`src/design/anp_pkg.sv`:
```
// package for the ascii number parser: shared types, character codes and defaults
// used by anp_char_class and ascii_number_parser_core
package anp_pkg;

	localparam int VALUE_WIDTH_DEF = 32;
	localparam int OUT_WIDTH       = 32;

	localparam logic [63:0] BAD_PATTERN = 64'hdead_beef;

	localparam logic [7:0] CH_MINUS = 8'h2d;
	localparam logic [7:0] CH_ZERO  = 8'h30;
	localparam logic [7:0] CH_NINE  = 8'h39;
	localparam logic [7:0] CH_LO_X  = 8'h78;
	localparam logic [7:0] CH_LO_A  = 8'h61;
	localparam logic [7:0] CH_LO_F  = 8'h66;
	localparam logic [7:0] CH_UP_A  = 8'h41;
	localparam logic [7:0] CH_UP_F  = 8'h46;

	typedef enum logic [1:0] {
		POS_FIRST  = 2'd0,
		POS_SECOND = 2'd1,
		POS_BODY   = 2'd2
	} pos_t;

	typedef struct packed {
		logic       is_digit;
		logic       is_hex;
		logic       is_minus;
		logic       is_zero;
		logic       is_x;
		logic [3:0] nib;
	} char_class_t;

endpackage

```
`src/design/ascii_number_parser_core.sv`:
```
// ascii number parser, top level
// checks decimal and 0x hex forms of a character stream; uses anp_pkg and anp_char_class
//
// usage:
//   characters enter on the char channel (char_valid, char_stall, ch, last), one per
//   transaction; last marks the final character of a string. every string gives one
//   transaction on the res channel (res_valid, res_stall, value, valid_res, was_hex).
//   an invalid string gives valid_res = 0 and the 0xdeadbeef pattern at VALUE_WIDTH.
// throughput and pipeline:
//   one character per cycle while char_stall is low. a character goes into an input
//   register, the accumulator update and the result select run combinationally behind
//   it, and the result register follows: the result is loaded into it when the final
//   character leaves the input register. the ten-times multiply is a shift and add.
// reset:
//   arst_n clears both registers' valid flags and puts the parser at the start of a
//   string.
// stall:
//   a held result keeps its output register; the input register keeps taking
//   non-final characters, and only a final character waits, which raises char_stall.
module ascii_number_parser_core #(
	parameter int VALUE_WIDTH = anp_pkg::VALUE_WIDTH_DEF
) (
	input  logic                                clk,
	input  logic                                arst_n,
	input  logic                                char_valid,
	output logic                                char_stall,
	input  logic [7:0]                          ch,
	input  logic                                last,
	output logic                                res_valid,
	input  logic                                res_stall,
	output logic signed [anp_pkg::OUT_WIDTH-1:0] value,
	output logic                                valid_res,
	output logic                                was_hex
);

	localparam logic [VALUE_WIDTH-1:0] BAD_W = VALUE_WIDTH'(anp_pkg::BAD_PATTERN);
	localparam logic [anp_pkg::OUT_WIDTH-1:0] BAD_OUT =
		anp_pkg::OUT_WIDTH'(64'(BAD_W));

	logic                   valid_s1;
	logic [7:0]             ch_s1;
	logic                   last_s1;
	logic                   adv_s1;
	logic                   load_s1;
	logic                   out_load;

	anp_pkg::pos_t          pos_q;
	logic                   dec_poss_q;
	logic                   hex_poss_q;
	logic                   neg_q;
	logic                   digit_seen_q;
	logic [VALUE_WIDTH-1:0] dec_acc_q;
	logic [VALUE_WIDTH-1:0] hex_acc_q;

	anp_pkg::pos_t          pos_n;
	logic                   dec_poss_n;
	logic                   hex_poss_n;
	logic                   neg_n;
	logic                   digit_seen_n;
	logic [VALUE_WIDTH-1:0] dec_acc_n;
	logic [VALUE_WIDTH-1:0] hex_acc_n;
	logic [VALUE_WIDTH-1:0] dec_val;
	logic [VALUE_WIDTH-1:0] res_w;
	logic                   dec_ok;
	logic                   hex_ok;

	anp_pkg::char_class_t   cls;

	anp_char_class u_class (
		.ch  (ch_s1),
		.cls (cls)
	);

	// flow control
	assign out_load   = valid_s1 && last_s1 && (!res_valid || !res_stall);
	assign adv_s1     = valid_s1 && (!last_s1 || !res_valid || !res_stall);
	assign char_stall = valid_s1 && !adv_s1;
	assign load_s1    = char_valid && !char_stall;

	always_ff @(posedge clk or negedge arst_n) begin
		if (!arst_n) begin
			valid_s1 <= 1'b0;
		end else if (load_s1) begin
			valid_s1 <= 1'b1;
		end else if (adv_s1) begin
			valid_s1 <= 1'b0;
		end
	end

	always_ff @(posedge clk) begin
		if (load_s1) begin
			ch_s1   <= ch;
			last_s1 <= last;
		end
	end

	// per-character update of both forms
	always_comb begin
		dec_poss_n   = dec_poss_q;
		hex_poss_n   = hex_poss_q;
		neg_n        = neg_q;
		digit_seen_n = digit_seen_q;
		dec_acc_n    = dec_acc_q;
		hex_acc_n    = hex_acc_q;
		pos_n        = pos_q;

		if (pos_q == anp_pkg::POS_FIRST && cls.is_minus) begin
			neg_n = 1'b1;
		end else if (cls.is_digit) begin
			dec_acc_n = VALUE_WIDTH'({dec_acc_q[VALUE_WIDTH-4:0], 3'b000})
				+ VALUE_WIDTH'({dec_acc_q[VALUE_WIDTH-2:0], 1'b0})
				+ VALUE_WIDTH'(cls.nib);
			digit_seen_n = 1'b1;
		end else begin
			dec_poss_n = 1'b0;
		end

		case (pos_q)
			anp_pkg::POS_FIRST: begin
				if (!cls.is_zero) hex_poss_n = 1'b0;
				pos_n = anp_pkg::POS_SECOND;
			end
			anp_pkg::POS_SECOND: begin
				if (!cls.is_x) hex_poss_n = 1'b0;
				pos_n = anp_pkg::POS_BODY;
			end
			default: begin
				if (cls.is_hex) begin
					hex_acc_n = {hex_acc_q[VALUE_WIDTH-5:0], cls.nib};
				end else begin
					hex_poss_n = 1'b0;
				end
			end
		endcase

		dec_ok  = dec_poss_n && digit_seen_n;
		hex_ok  = hex_poss_n && (pos_q == anp_pkg::POS_BODY);
		dec_val = neg_n ? (VALUE_WIDTH'(0) - dec_acc_n) : dec_acc_n;
		if (dec_ok) begin
			res_w = dec_val;
		end else if (hex_ok) begin
			res_w = hex_acc_n;
		end else begin
			res_w = BAD_W;
		end
	end

	always_ff @(posedge clk or negedge arst_n) begin
		if (!arst_n) begin
			pos_q        <= anp_pkg::POS_FIRST;
			dec_poss_q   <= 1'b1;
			hex_poss_q   <= 1'b1;
			neg_q        <= 1'b0;
			digit_seen_q <= 1'b0;
			dec_acc_q    <= '0;
			hex_acc_q    <= '0;
		end else if (adv_s1) begin
			if (last_s1) begin
				pos_q        <= anp_pkg::POS_FIRST;
				dec_poss_q   <= 1'b1;
				hex_poss_q   <= 1'b1;
				neg_q        <= 1'b0;
				digit_seen_q <= 1'b0;
				dec_acc_q    <= '0;
				hex_acc_q    <= '0;
			end else begin
				pos_q        <= pos_n;
				dec_poss_q   <= dec_poss_n;
				hex_poss_q   <= hex_poss_n;
				neg_q        <= neg_n;
				digit_seen_q <= digit_seen_n;
				dec_acc_q    <= dec_acc_n;
				hex_acc_q    <= hex_acc_n;
			end
		end
	end

	// result register
	always_ff @(posedge clk or negedge arst_n) begin
		if (!arst_n) begin
			res_valid <= 1'b0;
		end else if (out_load) begin
			res_valid <= 1'b1;
		end else if (!res_stall) begin
			res_valid <= 1'b0;
		end
	end

	always_ff @(posedge clk) begin
		if (out_load) begin
			value     <= anp_pkg::OUT_WIDTH'(64'(res_w));
			valid_res <= dec_ok || hex_ok;
			was_hex   <= !dec_ok && hex_ok;
		end
	end

	a_hex_implies_valid: assert property (@(posedge clk) disable iff (!arst_n)
		res_valid |-> !(was_hex && !valid_res))
		else $error("was_hex set on an invalid result");

	a_bad_pattern: assert property (@(posedge clk) disable iff (!arst_n)
		(res_valid && !valid_res) |-> (value == BAD_OUT))
		else $error("invalid result without the bad pattern");

	a_stall_cause: assert property (@(posedge clk) disable iff (!arst_n)
		char_stall |-> (valid_s1 && last_s1 && res_valid && res_stall))
		else $error("char channel stalled without a held final character");

	a_restart: assert property (@(posedge clk) disable iff (!arst_n)
		(adv_s1 && last_s1) |=> (pos_q == anp_pkg::POS_FIRST && dec_poss_q
			&& hex_poss_q && !neg_q && !digit_seen_q))
		else $error("parser not back at string start after final character");

	a_result_follows_last: assert property (@(posedge clk) disable iff (!arst_n)
		out_load |=> res_valid)
		else $error("final character did not produce a result");

endmodule

```
`src/design/anp_char_class.sv`:
```
// character classifier for the ascii number parser
// decodes one ascii character into digit, hex, sign and prefix flags and a nibble; uses anp_pkg
module anp_char_class (
	input  logic [7:0]           ch,
	output anp_pkg::char_class_t cls
);

	localparam logic [3:0] NIB_LETTER_ADJ = 4'd9;

	always_comb begin
		cls          = '0;
		cls.is_minus = (ch == anp_pkg::CH_MINUS);
		cls.is_zero  = (ch == anp_pkg::CH_ZERO);
		cls.is_x     = (ch == anp_pkg::CH_LO_X);
		if (ch inside {[anp_pkg::CH_ZERO:anp_pkg::CH_NINE]}) begin
			cls.is_digit = 1'b1;
			cls.is_hex   = 1'b1;
			cls.nib      = ch[3:0];
		end else if (ch inside {[anp_pkg::CH_LO_A:anp_pkg::CH_LO_F],
				[anp_pkg::CH_UP_A:anp_pkg::CH_UP_F]}) begin
			cls.is_hex = 1'b1;
			cls.nib    = ch[3:0] + NIB_LETTER_ADJ;
		end
	end

endmodule
```
`config.mk`:
```
export PLATFORM = sky130hd
export DESIGN_NAME = ascii_number_parser_core
export DESIGN_NICKNAME = d
export VERILOG_FILES = /design/src/design/anp_pkg.sv /design/src/design/ascii_number_parser_core.sv /design/src/design/anp_char_class.sv
export SDC_FILE = /design/constraint.sdc
export NUM_CORES = 1
export LEC_CHECK = 0
export ABC_AREA = 1
export BUFFER_PORTS_ARGS = -buffer_cell sky130_fd_sc_hd__buf_4
export CORE_ASPECT_RATIO = 0.8
export CORE_MARGIN = 2
export CORE_UTILIZATION = 40
export DETAILED_ROUTE_END_ITERATION = 10
export SKIP_CTS_REPAIR_TIMING = 1
export SYNTH_ARGS = -nofsm -noshare
export SYNTH_HDL_FRONTEND = slang
export SYNTH_SLANG_ARGS = --single-unit
```
`constraint.sdc`:
```
create_clock -name clk -period 9.26 [get_ports clk]
set_clock_uncertainty 0.05 [all_clocks]
set_input_delay 1.852 -clock clk [delete_from_list [all_inputs] [get_ports clk]]
set_output_delay 1.852 -clock clk [all_outputs]
set_load 0.005 [all_outputs]
```
# Word level (Yosys, flattened, before mapping)
# Cells that the tools add are included.
# totals
reg_bits	115
wordCells	91
out_inout_bits	36
inputBits	13
# classes
reduce_logical	28
order_cmp	6
mux	33
addsub	4
eq_ne	6
# ops
operator	count
$mux 32	9
$add 32x32->32	1
$add 32x4->32	1
$sub 1x32->32 const A	1
$mux 1	19
$eq 8x6->1 const B	2
$ge 8x7->1 const B	2
$le 8x7->1 const B	2
$logic_and 1x1->1	12
$eq 8x7->1 const B	1
$ge 8x6->1 const B	1
$le 8x6->1 const B	1
$mux 4	2
$logic_not 1->1	6
$add 4x4->4 const B	1
$logic_or 1x1->1	4
$pmux 2 s2	1
$reduce_bool 2->1	2
$reduce_bool 3->1	1
$eq 2x1->1 const B	1
$eq 2x2->1 const B	1
$logic_not 2->1	1
$mux 2	1
$ne 2x1->1 const B	1
3 further kinds	3

# Longest topological paths before layout
# Gate-level depths: netlist of run 1.
# depth
ltp_word	11
ltp_mapped	37
mapped_depth_nobuf	34

# Hierarchy
# Synthesis of run 1 repeated with hierarchy kept, for this count alone.
# hier_totals
hier_cells	1270
area_unflattened_um2	8936.1
# modules_own_cells
module	cells_each	seq_area_each_um2	instances	area_per_inst_um2
ascii_number_parser_core	1221	3095.5	1	8663.3
anp_char_class	49	0.0	1	272.8

# Worst setup path after synthesis of run 1
# No wires, ideal clock.
# synth_timing
path_kind	register to register
start	register ch_s1[0]
end	register value[31] (netlist bit) (data pin)
required_ps	8961
n_path_buf	3
arrival_time_ps	4259
setup_time_ps	249
path_slack_ps	4702
period_less_slack_ps	4558
stages_incl_launch_ff	37
path_cell_list	edfxtp_1 inv_1 ha_1 inv_1 nand3_1 nand3_2 buf_6 buf_6 clkbuf_1 nand2_1 xnor2_1 inv_1 nor2_1 ha_1 ha_1 inv_1 fa_1 inv_1 nand3_1 nand2_1 nand2_1 nand2_1 nand2_1 nand3_1 nand2_2 nor2_1 nand3_2 nor2_2 nand2_2 nor2_4 nand2_2 nand2_2 nand2_1 nand2_1 nand3_1 nand2_1 inv_1
# synth_between
elab_chain_cells	11
elab_cells_between_ends	40
cone_classes	add/sub (3); order compare (6); eq/ne (3); mux (21); reduce/logical (7)
# synth_lines
element	line_no	text
start, declared	ascii_number_parser_core.sv:41	logic [7:0] ch_s1;
start signal, assigned	ascii_number_parser_core.sv:92	ch_s1 <= ch;
$ge 8x7->1 / $le 8x7->1 (equally long branches)	anp_char_class.sv:19	end else if (ch inside {[anp_pkg::CH_LO_A:anp_pkg::CH_LO_F],
$logic_and 1x1->1	anp_char_class.sv:19	
$reduce_bool 2->1	anp_char_class.sv:19	
$mux 4	anp_char_class.sv:19	
$mux 4	anp_char_class.sv:15	if (ch inside {[anp_pkg::CH_ZERO:anp_pkg::CH_NINE]}) begin
$add 32x4->32	ascii_number_parser_core.sv:112	+ VALUE_WIDTH'(cls.nib);
$mux 32	ascii_number_parser_core.sv:109	end else if (cls.is_digit) begin
$mux 32	ascii_number_parser_core.sv:107	if (pos_q == anp_pkg::POS_FIRST && cls.is_minus) begin
$sub 1x32->32	ascii_number_parser_core.sv:138	dec_val = neg_n ? (VALUE_WIDTH'(0) - dec_acc_n) : dec_acc_n;
$mux 32	ascii_number_parser_core.sv:138	
$mux 32 (*)	ascii_number_parser_core.sv:139	if (dec_ok) begin
named net res_w[31]	ascii_number_parser_core.sv:63	logic [VALUE_WIDTH-1:0] res_w;
end signal, assigned	ascii_number_parser_core.sv:191	value <= anp_pkg::OUT_WIDTH'(64'(res_w));
end, declared	ascii_number_parser_core.sv:31	output logic signed [anp_pkg::OUT_WIDTH-1:0] value,
# Mark *: on every way through the listed nets, which the timed path passes. The rest lies on a longest branch.
# A chain may end at the register's enable or synchronous reset.

# Final worst setup path of run 1
# layout_timing
start	register ch_s1[0]
end	register value[26] (netlist bit) (data pin)
# Same word-level chain as after synthesis.

==> results.cfg, run 1 <==
[run_status]
status = completed

[pwr]
p_leak_nw = 5.08
power.switching_w = 0.000414
p_sw_frac = 0.291
p_clk_frac = 0.443
seq_power_share = 0.402
p_per_area_mw_per_mm2 = 139
intPower_w = 0.00101
power_frac_comb = 0.156
peakVddDrop_mv = 0.0892

[job]
cap_viol_max_count = 0

[grt]
track_usage = 0.212
antenna_found_initial = 0
grt_pass1_vias = 7968
grt_max_degree = 73
grt_first_pass_wirelength_um = 40200
grt-ovfl-total = 0

[synthesis]
ys_ff_latch = 115
synth_fp_nets = 1381
synth-seq-area-share = 0.343
async_reset_ff_frac = 0.626
synth_cells = 1304
ys_types = 48
synth_flop_cell = dfrtp_1
yosysWarnings = 0
netlist_area_mm2 = 0.00903
synth_edf_count = 43
synth_area_per_cell_um2 = 6.92

[cts]
clkTransAtPathRegs_ns = 0.06
cts-buffers-inserted = 17
cts_tree = built
clockBufferDepth = 2
root_buffer = clkbuf_16
clock_latency_ns = 0.41
clock_sinks = 115
htreeDepth = 4

[worst_setup_path]
cp_common_cell = nand2_1
r2r-start = ch_s1[0]
crit_slowest_cell = nand3_2
path_depth = 30
cpPeakStageDelay_ns = 0.69
critPathCaptureType = flip-flop
r2r_slack_ns = 3.78
critPathRequiredTime_ns = 9.38
r2r-end = value[26]
critPathKind = flip-flop to flip-flop
critPathBufInv = 6
start_kind = flip-flop
worstRegToRegCells = 30
path_delay_family = simple AND/OR/NAND/NOR gates
critPathMaxFanout = 43
arrival_ns = 5.60

[die]
io_pins = 49
die_height_um = 138
rows = 49
coreArea_mm2 = 0.0223
die_w_um = 172
start_util = 0.405
dieArea_mm2 = 0.0238

[sta]
fmax_ghz = 0.183
period_minus_slack_ns = 5.48
worst_pin_slew_ns = 1.08
setup_viol = 0
rsz0062_at_grt = false
fin_crit_sh = 0.592
finalSetupTns_ns = 0
hold_viol_final = 0
slew_viol_final = 0
worst_slew_margin_rel = 0.278

[hold_path]
whs_endpoint = neg_q
holdPathStages = 2
hp-start = neg_q
holdCritPathClass = flip-flop to flip-flop

[routing]
vias_per_cell = 5.09
antenna_left = 0
route.detailed.drc = 0
firstDrtPassIters = 5
drt_wl_total_um = 24500
drtIter0Drc = 714
wl_per_cell_um = 14.8
vias = 8450

[layout]
layout_commonest_cell = nand2_1
diodes = 0
fin_nets = 1417
fill_cells = 2324
final_cell_mix = 415 x nand2_1, 204 x inv_1, 95 x nand3_1, 84 x nor2_1, 79 x o21ai_0
final_layout_size_suffix_gt1_frac = 0.101
syn_to_final_growth_pct = 13.0
final_area_mm2 = 0.0102

[place]
hpwl_um = 18200
gp_congestion = 0.863
portBuffers = 48
place_area_mm2 = 0.00964
-- sequential cells by signal, indices dropped and copies added (netlist names) --
| name | flops |
|---|---|
| digit_seen_q | 1 |
| dec_poss_q | 1 |
| ch_s1 | 8 |
| last_s1 | 1 |
| neg_q | 1 |
| value | 32 |
| pos_q | 2 |
| dec_acc_q | 32 |
| res_valid | 1 |
| was_hex | 1 |
| valid_s1 | 1 |
| valid_res | 1 |
| hex_acc_q | 32 |
| hex_poss_q | 1 |
-- layer usage --
layer  share of wire  GRT usage  up-vias
met1            0.48      0.306     3866
met2            0.46      0.333      235
met5               0          0        -
li1                -          -     4320
met4           0.016     0.0540        0
met3           0.052     0.0292       29
-- synth_stat cells, drive strengths merged (3+ instances only) --
master	count	area (um^2)
a32oi	4	35.0
a21oi	51	255
a22oi	8	60.1
inv	210	788
xnor2	4	35.0
ha	62	776
dfrtp	70	1750
o21ai	89	457
nor2	96	427
nand2	432	1700
nand3	101	551
buf	18	133
o22ai	44	275
nand4	9	56.3
o21bai	4	30.0
or2	3	18.8
edfxtp	43	1290
a31oi	4	25.0
nor4	3	18.8
clkbuf	20	75.1
nor3	10	61.3
-- per-stage QoR --
step	worst slack [ns]	power [W]	utilization	cells	hold slack [ns]
finish	3.78	0.00142	0.457	1659	0.442
CTS	3.81	0.00143	0.457	1659	0.446
global placement	4.04	0.000798	0.432	1627	0.416
detailed placement	3.83	0.000800	0.432	1627	0.430
global route	3.11	0.00148	0.457	1659	0.489
floorplan	4.70	0.000736	-	1304	0.398
-- layout make-up --
| cell class | count | area, um^2 | share of cell area |
|---|---|---|---|
| clock buffer | 20 | 457 | 0.0448 |
| clock inverter | 12 | 108 | 0.0105 |
| inverter | 211 | 792 | 0.0776 |
| multi-input combinational | 940 | 4960 | 0.486 |
| sequential | 115 | 3100 | 0.303 |
| tap | 306 | 383 | 0.0375 |
| timing repair buffer | 55 | 413 | 0.0405 |
-- how the worst max path moves through the flow --
stage,slack [ns],to,from
global placement,4.04,value[26],ch_s1[0]
global route,3.11,value[28],ch_s1[1]
CTS,3.81,value[26],ch_s1[0]
finish,3.78,value[26],ch_s1[0]
detailed placement,3.83,value[26],ch_s1[0]
floorplan,4.70,value[31],ch_s1[0]
-- power groups by stage --
stage          clock network (W)  registers [W]  logic (W)
3_5_place_dp                   0       0.000580   0.000220
2_1_floorplan                  0       0.000575   0.000160
5_1_grt                 0.000662       0.000574   0.000248
6_report                0.000630       0.000571   0.000221
3_3_place_gp                   0       0.000580   0.000218
4_1_cts                 0.000636       0.000571   0.000221
-- logic make-up (layout without fill, tap and decap cells) --
family | count (synthesis) | after routing | synth area share
xor gates and xnor gates | 6 | 6 | 0.00582
and+or+nand+nor | 659 | 659 | 0.318
adders and majority gates | 64 | 64 | 0.0903
AOI/OAI and AO/OA | 211 | 211 | 0.132
DFF | 115 | 115 | 0.343
buffers and inverters | 249 | 298 | 0.111
-- worst register-to-register path: cells and delay by family, from the launching register on --
family	cells	cell delay (ns)
and+or+nand+nor	19	2.88
buffers and inverters	6	0.55
adders and majority gates	4	0.95
DFF	1	0.46
AOI/OAI and AO/OA	1	0.34
No activity file was read; power rests on OpenSTA's default activity.
==> run 2: changes to the inputs <==
- clock period: 9.26 -> 5.08 ns (I/O delays scaled with it)
==> results.cfg, run 2 (same netlist as run 1, synthesis figures left out) <==
[grt]
grt_first_pass_wirelength_um = 40400
grt-ovfl-total = 0
antenna_found_initial = 0
grt_pass1_vias = 8057
track_usage = 0.212
grt_max_degree = 73

[layout]
top_regs = dec_acc_q (32), hex_acc_q (32), value (32)
fill_cells = 2348
final_cell_mix = 413 x nand2_1, 204 x inv_1, 95 x nand3_1, 84 x nor2_1, 79 x o21ai_0
final_layout_size_suffix_gt1_frac = 0.108
layout_commonest_cell = nand2_1
stdcell_count = 1664
diodes = 0
multi_input_area_mm2 = 0.00498
final_area_mm2 = 0.0103
syn_to_final_growth_pct = 14.1
fin_nets = 1422
seq_area_mm2 = 0.00310

[hold_path]
holdCritPathClass = flip-flop to flip-flop

[place]
gp_congestion = 0.874
place_area_mm2 = 0.00966
hpwl_um = 18600
place.detailed.instances = 1630
portBuffers = 48

[die]
start_util = 0.405
dieArea_mm2 = 0.0238
rows = 49
die_height_um = 138
coreArea_mm2 = 0.0223
die_w_um = 172
io_pins = 49

[worst_setup_path]
critPathRequiredTime_ns = 5.20
cpPeakStageDelay_ns = 0.41
arrival_ns = 4.74
critPathKind = flip-flop to flip-flop
critPathMaxFanout = 5
crit_slowest_cell = edfxtp_1
start_kind = flip-flop
critPathCaptureType = flip-flop
cp_common_cell = nand2_1

[sta]
hold_viol_final = 0
period_minus_slack_ns = 4.62
finalSetupTns_ns = 0
slew_viol_final = 0
rsz0062_at_grt = false
fmax_ghz = 0.216
worst_slew_margin_rel = 0.208
setup_viol = 0
fin_crit_sh = 0.910
worst_pin_slew_ns = 1.18

[cts]
cts-buffers-inserted = 17
htreeDepth = 4
clockBufferDepth = 2
clock_latency_ns = 0.42
root_buffer = clkbuf_16
cts_tree = built
clock_sinks = 115
clkTransAtPathRegs_ns = 0.06

[run_status]
status = completed

[routing]
drt_wl_total_um = 24500
route.detailed.drc = 0
vias = 8508
firstDrtPassIters = 5
wl_per_cell_um = 14.8
vias_per_cell = 5.11
drtIter0Drc = 714
antenna_left = 0

[pwr]
peakVddDrop_mv = 0.204
p_per_area_mw_per_mm2 = 260
p_leak_nw = 5.11

[job]
cap_viol_max_count = 0
run 2: layout make-up:
cell class	count	area share
tap	306	0.0372
clock inverter	13	0.0154
clock buffer	19	0.0430
timing repair buffer	60	0.0437
inverter	211	0.0769
multi-input combinational	940	0.483
sequential	115	0.300
run 2: per-layer routing:
metal | wire (um) | global-route usage
met1 | 11900 | 0.299
met2 | 11300 | 0.346
met3 | 949 | 0.0309
met4 | 380 | 0.0456
met5 | 0 | 0
run 2: where the power goes:
part	leakage, nW	switching, W	internal (W)
Clock	0.277	0.000449	0.000782
Combinational	3.51	0.000274	0.000133
Sequential	1.33	0.0000325	0.00101
run 2: stage by stage:
step / hold slack (ns) / worst slack, ns / total power [W] / util
3_5_place_dp: 0.415 / 0.241 / 0.00146 / 0.433
2_1_floorplan: 0.398 / 0.522 / 0.00134 / -
5_1_grt: 0.485 / 0.0156 / 0.00279 / 0.462
4_1_cts: 0.430 / 0.228 / 0.00269 / 0.460
3_3_place_gp: 0.414 / 0.460 / 0.00146 / 0.433
6_report: 0.429 / 0.457 / 0.00268 / 0.462
run 2: worst paths after layout:
path / start / end / cells past startpoint / slack, ns
setup reg to reg: ch_s1[1] / value[31] / 33 / 0.46
hold reg to reg: neg_q / neg_q / 2 / 0.43
hold / removal: neg_q / neg_q / 2 / 0.43
setup / recovery: ch_s1[1] / value[31] / 33 / 0.46
min in group asynchronous: arst_n / dec_acc_q[29] / 1 / 0.67
max in group asynchronous: arst_n / dec_acc_q[14] / 1 / 3.59
run 2: critical path: cells and delay by family, from the launching register on:
family / cells / cell delay, ns
buf+inv: 6 / 0.51
xor+xnor: 1 / 0.17
fa+ha+maj: 4 / 1.09
simple gates: 22 / 2.11
flops: 1 / 0.41
==> run 3: changes to the inputs <==
==> constraint.sdc (replaced) <==
create_clock -name clk -period 5.08 [get_ports clk]
set_clock_uncertainty 0.05 [all_clocks]
set_input_delay 0.762 -clock clk [delete_from_list [all_inputs] [get_ports clk]]
set_output_delay 0.762 -clock clk [all_outputs]
set_load 0.005 [all_outputs]
==> results.cfg, run 3 (same netlist as run 1, synthesis figures left out) <==
[grt]
antenna_found_initial = 0
grt_pass1_vias = 7912
grt.busiest_layer = met2
met3_usage = 0.0266
grt-ovfl-total = 0
use_met2 = 0.334
grt_util_met1 = 0.300
grt_first_pass_wirelength_um = 39900
grt_max_degree = 73
track_usage = 0.210

[sta]
hold_viol_final = 0
fmax_ghz = 0.216
worst_pin_slew_ns = 1.20
worst_slew_margin_rel = 0.201
fin_crit_sh = 0.910
setup_viol = 0
period_minus_slack_ns = 4.62
finalSetupTns_ns = 0
slew_viol_final = 0

[worst_setup_path]
worstRegToRegCells = 33
cpPeakStageDelay_ns = 0.43
cp_common_cell = nand2_1
critPathBufInv = 6
crit_slowest_cell = edfxtp_1
start_kind = flip-flop
critPathMaxFanout = 6
r2r-end = value[31]
critPathLaunch = ch_s1[0]
critPathRequiredTime_ns = 5.20
r2r_slack_ns = 0.46
critPathKind = flip-flop to flip-flop
path_delay_family = simple AND/OR/NAND/NOR gates
arrival_ns = 4.75
r2r-start = ch_s1[0]
critPathCaptureType = flip-flop

[routing]
wl_per_cell_um = 14.7
antenna_left = 0
drt_wl_total_um = 24400
vias_per_cell = 5.07
vias = 8427
drtIter0Drc = 698
route.detailed.drc = 0
firstDrtPassIters = 8

[cts]
cts_tree = built
htreeDepth = 4
root_buffer = clkbuf_16
clock_sinks = 115
clockBufferDepth = 2
clock_latency_ns = 0.42
cts-buffers-inserted = 17
clkTransAtPathRegs_ns = 0.06

[layout]
syn_to_final_growth_pct = 13.8
fin_nets = 1421
stdcell_count = 1663
diodes = 0
top_regs = dec_acc_q (32), hex_acc_q (32), value (32)
final_cell_mix = 414 x nand2_1, 204 x inv_1, 95 x nand3_1, 82 x nor2_1, 78 x o21ai_0
layout_commonest_cell = nand2_1
final_layout_size_suffix_gt1_frac = 0.108
final_area_mm2 = 0.0103
final_core_utilization = 0.460

[die]
rows = 49
dieArea_mm2 = 0.0238
coreArea_mm2 = 0.0223
io_pins = 49
die_height_um = 138
die_w_um = 172
start_util = 0.405

[place]
gp_congestion = 0.876
hpwl_um = 18200
portBuffers = 48
place.detailed.instances = 1629
place_area_mm2 = 0.00966

[job]
cap_viol_max_count = 0

[pwr]
p_per_area_mw_per_mm2 = 256
p_leak_nw = 5.11
peakVddDrop_mv = 0.207
p_total_w = 0.00263

[hold_path]
holdCritPathClass = primary input to asynchronous set/reset pin

[run_status]
status = completed
run 3: worst reg2reg max path: cells and delay by family (launching register included):
family                   cells  cell delay, ns
AND/OR/NAND/NOR             22            2.17
flip-flops                   1            0.43
adder cells (fa/ha/maj)      4            1.08
XOR/XNOR                     1            0.18
buffers and inverters        6            0.49
run 3: final cells by class:
| cell class | count | area (um^2) |
|---|---|---|
| Fill cell | 2269 | 12000 |
| Clock buffer | 19 | 443 |
| Sequential cell | 115 | 3100 |
| Timing Repair Buffer | 59 | 443 |
| Multi-Input combinational cell | 940 | 4980 |
| Clock inverter | 13 | 134 |
| Inverter | 211 | 792 |
| Tap cell | 306 | 383 |
run 3: worst max path at each step:
stage / end / cells past startpoint
floorplan: value[31] / 36
global placement: value[26] / 27
detailed placement: value[31] / 29
CTS: value[31] / 29
global route: value[27] / 31
finish: value[31] / 33
run 3: power by group:
group / internal (W) / switching [W]
sequential: 0.00101 / 0.0000316
combinational: 0.000133 / 0.000276
clock: 0.000732 / 0.000451
total: 0.00187 / 0.000759
run 3: metal layers:
| metal | routed length, um | part of all wire |
|---|---|---|
| met3 | 1150 | 0.047 |
| met1 | 11800 | 0.49 |
| met4 | 467 | 0.019 |
| met2 | 10900 | 0.45 |
| met5 | 0 | 0 |
run 3: stage by stage:
step                      hold slack [ns]  setup WS [ns]
after global placement              0.414          0.458
after floorplan                     0.398          0.522
final                               0.424          0.457
after detailed placement            0.414          0.329
after CTS                           0.429          0.287
after global routing                0.444        -0.0256
